`src/rtl/lpht_ram.sv`:
```
`timescale 1ns / 1ps
module lpht_ram #(
  parameter int DEPTH = 64,
  parameter int WIDTH = 64,
  parameter int AW    = $clog2(DEPTH)
) (
  input  logic             clk,
  input  logic             we,
  input  logic [AW-1:0]    waddr,
  input  logic [WIDTH-1:0] wdata,
  input  logic [AW-1:0]    raddr,
  output logic [WIDTH-1:0] rdata
);

  logic [WIDTH-1:0] mem [DEPTH];
  logic [WIDTH-1:0] rdata_r;

  always_ff @(posedge clk) begin
    if (we) begin
      mem[waddr] <= wdata;
    end
  end

  always_ff @(posedge clk) begin
    rdata_r <= mem[raddr];
  end

  assign rdata = rdata_r;

endmodule

```
`config.mk`:
```
export PLATFORM = sky130hd
export DESIGN_NAME = lpht_ram
export DESIGN_NICKNAME = d
export VERILOG_FILES = /design/src/rtl/lpht_ram.sv
export SDC_FILE = /design/constraint.sdc
export NUM_CORES = 2
export LEC_CHECK = 0
export BUFFER_PORTS_ARGS = -buffer_cell sky130_fd_sc_hd__buf_2
export CORE_UTILIZATION = 40
export DETAILED_ROUTE_END_ITERATION = 10
export PLACE_DENSITY = 0.54
export SYNTH_ARGS = -nofsm -noshare
export SYNTH_HDL_FRONTEND = slang
export SYNTH_SLANG_ARGS = --single-unit
export TNS_END_PERCENT = 5
```
`constraint.sdc`:
```
create_clock -name clk -period 6.79 [get_ports clk]
set_input_delay 0.679 -clock clk [delete_from_list [all_inputs] [get_ports clk]]
set_output_delay 0.679 -clock clk [all_outputs]
set_load 0.02 [all_outputs]
```
==> impl_metrics.toml <==
[outcome]
status = "finished, violations left"
violations = "design-rule violations"

[synthesis]
yosysTopAreaCell = "edfxtp_1"
yosysMostFrequentCell = "edfxtp_1"
synth_cell_types = 33
synth-seq-area-share = 0.795
synth_edf_count = 4096
syn_nets = 6676
ys_seq_elements = 4160
synthCells = 6598
synth_top_area_share = 0.787
ys_top_cells_by_area = "edfxtp_1 79%, mux4_2 15%, mux2i_1 0.86%"
syn_avg_cell_area_um2 = 23.7
syn-cell-area_mm2 = 0.156
ys_top_cells_by_count = "4096 x edfxtp_1, 1024 x mux4_2, 170 x buf_2, 168 x a22oi_1, 140 x clkbuf_1"
async_reset_ff_frac = 0
ys.warnings.count = 0
synth_ff_type = "edfxtp_1"

[floorplanning]
io_pins = 142
die_area_mm2 = 0.393
dieHeight_um = 627
initial_core_util = 0.402
row_count = 229
dieWidth_um = 627
core_mm2 = 0.389

[critical_path]
cp.arrival_ps = 3850
cp_data_required_time_ps = 7620
cp_slowest_cell = "mux4_2"
critical-path-top-delay-family = "buffers and inverters"
slowest_delay_ps = 610
worstPathMaxFanout = 94
path_cells = "buf_12 > buf_12 > mux4_2 > mux2i_1 > nand2_1 > a41oi_1 > a211oi_1"
r2r_start = "mem[47][13]"
path_class = "in2reg"
rrSetupSlack_ps = 4650
crit_buf_inv = 2
r2r_end = "rdata[13]"
ff2ff_path_depth = 5
path_common_cell = "buf_12"
start_kind = "input pin"
crit_path_end_kind = "flip-flop"

[detailed_routing]
drtIter0Drc = 8498
drcViolationCount = 20
vias = 74979
finalWirelength_mm = 460
first_pass_iters = 8
post_drt_wl_per_cell_um = 36.6
post_drt_via_cell_ratio = 5.97
drtAntennaViolNets = 0

[placed_design]
hpwl_mm = 226
post-place-ws_ps = 2730
placed_area_mm2 = 0.164
io_buffers = 141
gp_congestion = 0.749

[clocking]
cts_resized = 0
clock_latency_ps = 990
cts_setup_buffers = 0
cts_buffers = 431
htreeDepth = 5
clock-sinks = 4160
clock_path_buffers = 4
cts-root-buf = "clkbuf_16"
cts_tree = "built"
path_clk_slew_ps = 60
cts_hold_buf = 0

[sta]
layout_setup_ws_ps = 3770
rsz0062_at_grt = "no"
max-slew-margin-rel = 0.0973
final-setup-viol-count = 0
setup_tns_ps = 0
period_needed_ps = 3020
skew_ps = 47.3
fin_crit_sh = 0.445
tightestPinTransition_ps = 1350
slew_viol_final = 0
max_clock_freq_ghz = 0.331
hold_viol = 0

[grt]
track_usage = 0.233
gr-usage-met3 = 0.0342
grt.busiest_layer = "met2"
use_met2 = 0.387
grt_pass1_vias = 76781
grt_pass1_wl_mm = 632
met1_usage = 0.325
antenna_found_initial = 54
gr-total-overflow = 0
grt_max_degree = 129

[power]
ir_worst_vdd_mv = 0.210
p_per_area_mw_per_mm2 = 305
p_leak_nw = 55.1

[hold_path]
hold_start = "waddr[2]"
hold_path_depth = 3
hold-path-endpoint = "mem[54][28]"
hold_class = "in2reg"

[final_layout]
syn_to_final_growth_pct = 14.1
final_nets = 7054
drive_gt1_frac = 0.283
fin_area_mm2 = 0.178

[run]
maxCapViolCount = 0
## worst max-delay path by stage
stage / start / to / cells after the start
after CTS: raddr[0] / rdata[13] / 7
after detailed placement: raddr[0] / rdata[13] / 7
final: raddr[0] / rdata[13] / 7
after global routing: raddr[0] / rdata[13] / 7
after global placement: raddr[0] / rdata[13] / 7
after floorplan: waddr[3] / mem[48][0] / 4
## kinds of logic (layout without fill, tap and decap cells)
kind of cell / count (synthesis) / after routing / share of synthesized area
AO/OA/AOI/OAI: 504 / 504 / 0.0248
other: 0 / 23 / 0
flip-flops: 4160 / 4160 / 0.795
AND/OR/NAND/NOR: 386 / 386 / 0.0124
multiplexers: 1159 / 1159 / 0.156
buffers and inverters: 389 / 1130 / 0.0118
## cells in the final DEF (no fill, tap or decap), types with 34 or more instances in the layout
cell	n
a211oi_1	63
buf_4	111
a22o_1	88
mux4_2	1024
edfxtp_1	4096
o221ai_1	38
nor2_1	47
nand3_1	45
mux2i_1	135
o22ai_1	83
bufinv_16	34
clkinv_2	96
dfxtp_1	64
clkbuf_1	96
a22oi_1	168
clkinv_1	73
and3_1	64
nand2_1	54
buf_2	138
nor2_4	65
buf_12	64
clkbuf_16	438
## worst register-to-register path: cells and delay by family, from the launching register on
family           cells  cell delay [ps]
flip-flops           1              360
AO/OA/AOI/OAI        2              720
multiplexers         2              790
AND/OR/NAND/NOR      1              120
## per-layer routing
layer | routed length [µm] | vias to the layer above
li1 | - | 29343
met5 | 62 | -
met2 | 226000 | 2955
met3 | 30900 | 641
met4 | 12500 | 12
met1 | 190000 | 42028
## final cells by class
type,instances,area (µm²)
fill,32357,211000
sequential,4160,124000
multi-input combinational,2049,30800
clock buffer,558,11700
tap,5197,6500
timing repair buffer,315,2840
clock inverter,238,2280
inverter,19,71.3
antenna,23,57.6
## registers in the layout (all words and copies together) (netlist names)
name,cells
mem,4096
rdata,64
## stage by stage
step           power, mW   util  hold slack, ps  cells
2_1_floorplan       30.4      -             778   6598
3_3_place_gp        31.6  0.423             823  11740
3_5_place_dp        31.6  0.423             822  11740
4_1_cts             54.8  0.459             311  12536
5_1_grt             55.9  0.459             371  12543
6_report            54.4  0.459             380  12559
## where the power goes
part | switching [mW] | leakage, nW | internal [mW]
logic | 1.58 | 10.9 | 0.876
clock network | 9.96 | 6.83 | 13.4
registers | 0.144 | 37.4 | 28.4
total | 11.7 | 55.1 | 42.7
Power figures use the tool's default switching activity.
