--- config.mk ---
export PLATFORM = sky130hd
export DESIGN_NAME = lpht_hash
export DESIGN_NICKNAME = d
export VERILOG_FILES = /design/src/rtl/lpht_pkg.sv /design/src/rtl/lpht_hash.sv
export SDC_FILE = /design/constraint.sdc
export NUM_CORES = 2
export LEC_CHECK = 0
export BUFFER_PORTS_ARGS = -buffer_cell sky130_fd_sc_hd__buf_2
export CAP_MARGIN = 20
export CORE_MARGIN = 3
export CORE_UTILIZATION = 35
export DETAILED_ROUTE_END_ITERATION = 8
export HOLD_SLACK_MARGIN = 0.02
export PLACE_DENSITY = 0.55
export SLEW_MARGIN = 30
export SYNTH_ARGS = -nofsm -noshare
export SYNTH_HDL_FRONTEND = slang
export SYNTH_SLANG_ARGS = --single-unit
--- constraint.sdc ---
create_clock -name clk -period 10.65 [get_ports clk]
set_input_delay 1.065 -clock clk [delete_from_list [all_inputs] [get_ports clk]]
set_output_delay 1.065 -clock clk [all_outputs]
set_load 0.01 [all_outputs]
--- src/rtl/lpht_pkg.sv ---
`timescale 1ns / 1ps
package lpht_pkg;

  localparam int TABLE_SLOTS = 64;
  localparam int KEY_BITS    = 32;
  localparam int VALUE_BITS  = 32;
  localparam int SLOT_BITS   = $clog2(TABLE_SLOTS);
  localparam int CNT_BITS    = $clog2(TABLE_SLOTS + 1);
  localparam int ENTRY_BITS  = KEY_BITS + VALUE_BITS;

  localparam logic CMD_INSERT = 1'b0;
  localparam logic CMD_LOOKUP = 1'b1;

  localparam logic [1:0] ST_OK        = 2'd0;
  localparam logic [1:0] ST_NOT_FOUND = 2'd1;
  localparam logic [1:0] ST_FULL      = 2'd2;
  localparam logic [1:0] ST_ZERO_KEY  = 2'd3;

  localparam logic [63:0] MIX_C1 = 64'hff51afd7ed558ccd;
  localparam logic [63:0] MIX_C2 = 64'hc4ceb9fe1a85ec53;

  typedef struct packed {
    logic                  cmd;
    logic [KEY_BITS-1:0]   key;
    logic [VALUE_BITS-1:0] value;
  } in_word_t;

  typedef struct packed {
    logic [1:0]            status;
    logic [VALUE_BITS-1:0] found_value;
  } out_word_t;

  typedef struct packed {
    logic                 done;
    logic [SLOT_BITS-1:0] slot;
  } hash_rsp_t;

endpackage

--- src/rtl/lpht_hash.sv ---
`timescale 1ns / 1ps
module lpht_hash
  import lpht_pkg::*;
(
  input  logic                clk,
  input  logic                rst_n,
  input  logic                start,
  input  logic [KEY_BITS-1:0] key,
  output hash_rsp_t           rsp
);

  // 64-bit finalizer, each 64x64 low product built from three 32x32 products
  function automatic logic [63:0] xs33(input logic [63:0] x);
    return x ^ (x >> 33);
  endfunction

  logic        busy_r;
  logic        done_r;
  logic        rnd_r;
  logic [1:0]  step_r;
  logic [63:0] a_r;
  logic [63:0] acc_r;
  logic [63:0] prod_r;

  logic [63:0] mix_c;
  logic [31:0] mul_a;
  logic [31:0] mul_c;
  logic [63:0] mul_p;
  logic [31:0] acc_hi_sum;

  assign mix_c      = rnd_r ? MIX_C2 : MIX_C1;
  assign mul_a      = (step_r == 2'd2) ? a_r[63:32] : a_r[31:0];
  assign mul_c      = (step_r == 2'd1) ? mix_c[63:32] : mix_c[31:0];
  assign mul_p      = mul_a * mul_c;
  assign acc_hi_sum = acc_r[63:32] + prod_r[31:0];

  always_ff @(posedge clk) begin
    if (!rst_n) begin
      busy_r <= 1'b0;
      done_r <= 1'b0;
      rnd_r  <= 1'b0;
      step_r <= 2'd0;
    end else begin
      done_r <= 1'b0;
      if (start) begin
        busy_r <= 1'b1;
        rnd_r  <= 1'b0;
        step_r <= 2'd0;
      end else if (busy_r) begin
        step_r <= step_r + 2'd1;
        if (step_r == 2'd3) begin
          if (rnd_r) begin
            busy_r <= 1'b0;
            done_r <= 1'b1;
          end else begin
            rnd_r <= 1'b1;
          end
        end
      end
    end
  end

  always_ff @(posedge clk) begin
    if (start) begin
      a_r <= xs33(64'(key));
    end else if (busy_r) begin
      prod_r <= mul_p;
      case (step_r)
        2'd1: acc_r <= prod_r;
        2'd2: acc_r[63:32] <= acc_hi_sum;
        2'd3: a_r <= xs33({acc_hi_sum, acc_r[31:0]});
        default: ;
      endcase
    end
  end

  assign rsp.done = done_r;
  assign rsp.slot = a_r[SLOT_BITS-1:0];

`ifndef NO_ASSERTIONS
  a_start_idle: assert property (@(posedge clk) disable iff (!rst_n)
    start |-> !busy_r) else $error("hash restarted while busy");
  a_done_after_busy: assert property (@(posedge clk) disable iff (!rst_n)
    done_r |-> !busy_r && $past(busy_r) && $past(rnd_r)) else $error("hash done out of sequence");
`endif

endmodule

==> flow_summary_export.csv <==
group,metric,value,unit
outcome,status,"finished clean",
floorplanning,start_util,35.5,%
cts,clkLatencyLatePin,0.45,ns
critical_path,cp_slowest_cell,"mux2i_1",
drt,wl,127,mm
sta,worstMarginPinSlew,0.917,ns
grt,grt_pass1_wl,191,mm
grt,grt_pass1_vias,28588,
cts,cts-root-buf,"clkbuf_16",
synthesis,synth_mux_area_share,1.94,%
sta,rsz0062_at_grt,"no",
hold_path,holdPathStages,2,
synthesis,synth_edf_count,160,
synthesis,synth_fa_ha_area_share,52.7,%
sta,drv_slew,0,
drt,drc,0,
synthesis,yosys.area.top_type,"fa_1",
drt,routedWlPerCell,23.7,um
final_layout,multi_input_area,0.0293,mm^2
synthesis,synth_xor_area_share,4.53,%
cts,clockBufferDepth,2,
sta,tns,0,ns
placement,place.gp.congestion,0.987,
floorplanning,core,0.109,mm^2
critical_path,slowest_delay,0.83,ns
final_layout,fillers,10999,
cts,cts-resized-gates,0,
final_layout,syn_to_final_growth,6.70,%
synthesis,ys_seq_area_share,14.3,%
floorplanning,io_pins,42,
synthesis,synth_ff_type,"edfxtp_1",
synthesis,async_flop_share,0,%
drt,vias_per_cell,5.07,
floorplanning,rows,121,
final_layout,nets,5073,
critical_path,cp-end-kind,"flip-flop",
critical_path,worstReg2RegEnd,"prod_r[60]",
synthesis,yosysMostFrequentCell,"inv_1",
final_layout,diodes,0,
drt,drt_iter0_drc,2505,
floorplanning,die_h,339,um
drt,wl_met2,57.5,mm
critical_path,start_kind,"flip-flop",
critical_path,cp.arrival,10.26,ns
placement,portBuffers,41,
sta,relSlewSlack,37.1,%
synthesis,synth_area_leaders,"fa_1 (40%), edfxtp_1 (12%), ha_1 (12%), inv_1 (9.0%), xnor2_1 (2.8%)",
critical_path,r2r_slack,0.59,ns
critical_path,crit_type,"flip-flop to flip-flop",
synthesis,yosys.area_share.simple,8.10,%
synthesis,synth_top_family_by_area,"adder cells",
job,max-cap-violations,0,
cts,cts_setup_buffers,0,
hold_path,hp-class,"flip-flop to flip-flop",
floorplanning,die_area,0.115,mm^2
critical_path,cp_data_required_time,10.84,ns
floorplanning,fp.dieW,339,um
synthesis,synth.distinct_cells,77,
synthesis,synth_compound_area_share,8.11,%
critical_path,worstPathMaxFanout,39,
cts,cts_hold_buf,0,
synthesis,ys_ff_latch,197,
synthesis,yosys-top-cells-count,"inv_1 (930), fa_1 (781), ha_1 (381), nor2_1 (278), nand2_1 (234)",
critical_path,reg2regPathDepth,29,
cts,clkSinkCount,197,
drt,drtPass1Iterations,5,
grt,grt_util_all_layers,22.4,%
sta,max_freq,99.4,MHz
hold_path,hold_end,"a_r[63]",
cts,cts_made_buffers,17,
synthesis,syn_area,0.0389,mm^2
final_layout,seq_area,0.00555,mm^2
cts,tritoncts,"yes",
critical_path,path_buf_inv,8,
drt,ant_nets,0,
placement,hpwl,110,mm
cts,htree_levels,4,
synthesis,synth_warnings,0,
grt,gr-total-overflow,0,
sta,fin_worst_skew,0.0169,ns
critical_path,worst_path_most_repeated_cell,"fa_1",
drt,vias,27192,
grt,grt_max_degree,69,
sta,hold_viol_final,0,
synthesis,yosysTopAreaCellShare,40.2,%
grt,antenna_found_initial,1,
drt,routedLengthMet1,57.0,mm
sta,setup_violations,0,
synthesis,avgSynthCellArea,10.0,um^2
synthesis,synth_fp_nets,5084,
critical_path,crit_family,"adder cells",
drt,top_layer,"met5",
hold_path,worstHoldStart,"a_r[63]",
sta,period_share,94.5,%
drt,wl_met3,7.65,mm
cts,clk_pin_slew,0.08,ns
sta,period_needed,10.06,ns
synthesis,synthCells,3887,
critical_path,reg2reg_from,"step_r[0]",
final_layout,drive_above_1_share,6.04,%
[area by class of cell]
type                       instances  area share [%]
multi-input combinational       2629            70.8
sequential                       197            13.4
inverter                         936            8.47
tap                             1476            4.45
timing repair buffer              95            1.55
clock buffer                      20            1.10
clock inverter                    12           0.263
[worst max path at each step]
| stage | depth (start not counted) | slack, ns | end | startpoint |
|---|---|---|---|---|
| global placement | 29 | 0.38 | prod_r[60] | step_r[0] |
| detailed placement | 29 | 0.59 | prod_r[60] | step_r[0] |
| CTS | 29 | 0.61 | prod_r[60] | step_r[0] |
| finish | 29 | 0.59 | prod_r[60] | step_r[0] |
| global route | 29 | 0.14 | prod_r[60] | step_r[0] |
| floorplan | 36 | 1.90 | prod_r[63] | step_r[1] |
[worst register-to-register path, delay by kind of cell, from the launching register on]
family	cells	cell delay, ns
AO/OA/AOI/OAI	4	1.10
XOR/XNOR	1	0.12
adder cells (fa/ha/maj)	10	4.68
buffers and inverters	8	1.41
flip-flops	1	0.37
multiplexers	1	0.86
AND/OR/NAND/NOR	5	1.29
[sequential cells by signal (all words and copies together) (netlist names)]
name    flops
a_r        64
acc_r      64
busy_r      1
done_r      1
prod_r     64
rnd_r       1
step_r      2
[stage by stage]
stage | cells | cell area (um^2) | setup WS (ns) | utilization, % | hold WS, ns
after detailed placement | 5333 | 40900 | 0.592 | 37.4 | 0.441
after global placement | 5332 | 40900 | 0.384 | 37.3 | 0.435
final | 5365 | 41500 | 0.586 | 37.9 | 0.451
after global routing | 5365 | 41500 | 0.138 | 37.9 | 0.483
after CTS | 5365 | 41500 | 0.611 | 37.9 | 0.457
after floorplan | 3887 | 38900 | 1.90 | - | 0.425
[metal layers]
| metal | global-route usage [%] | vias up |
|---|---|---|
| li1 | - | 12024 |
| met1 | 32.4 | 13979 |
| met2 | 34.9 | 1020 |
| met5 | 0 | - |
| met4 | 7.21 | 2 |
| met3 | 2.65 | 167 |
[logic make-up after synthesis]
logic type               count (synthesis)
buffers and inverters                 1061
multiplexers                            69
XOR/XNOR                               196
adder cells (fa/ha/maj)               1170
flip-flops                             197
other                                    1
AO/OA/AOI/OAI                          477
AND/OR/NAND/NOR                        716
[placed cells by master, fill, tap and decap left out, types with 10 or more instances in the layout]
cell type  synthesis  final
nor2_1           278    277
o21ai_0           77     77
nand2_1          234    234
inv_1            930    929
a211oi_1          10     10
a21o_1            91     91
buf_2              5     41
fa_1             781    781
dfxtp_1           37     36
nand4_1           22     22
nand3_1           26     26
ha_1             381    379
o21bai_1          19     19
xnor2_1          123    123
edfxtp_1         160    160
a21oi_1          136    135
nor3_1            28     28
o21ai_1           30     30
buf_4              7     52
xor2_1            70     70
mux2i_1           20     17
a22o_1            28     28
nand2b_1          30     30
mux2_2            48     48
or2_2             14     14
and3_1            22     22
and2_1            32     32
a31oi_1           13     13
nor2b_1           15     12
clkbuf_16          0     17
Power is not shown: default switching activity piles up to over one toggle a cycle in this logic, so the estimate is an artifact.
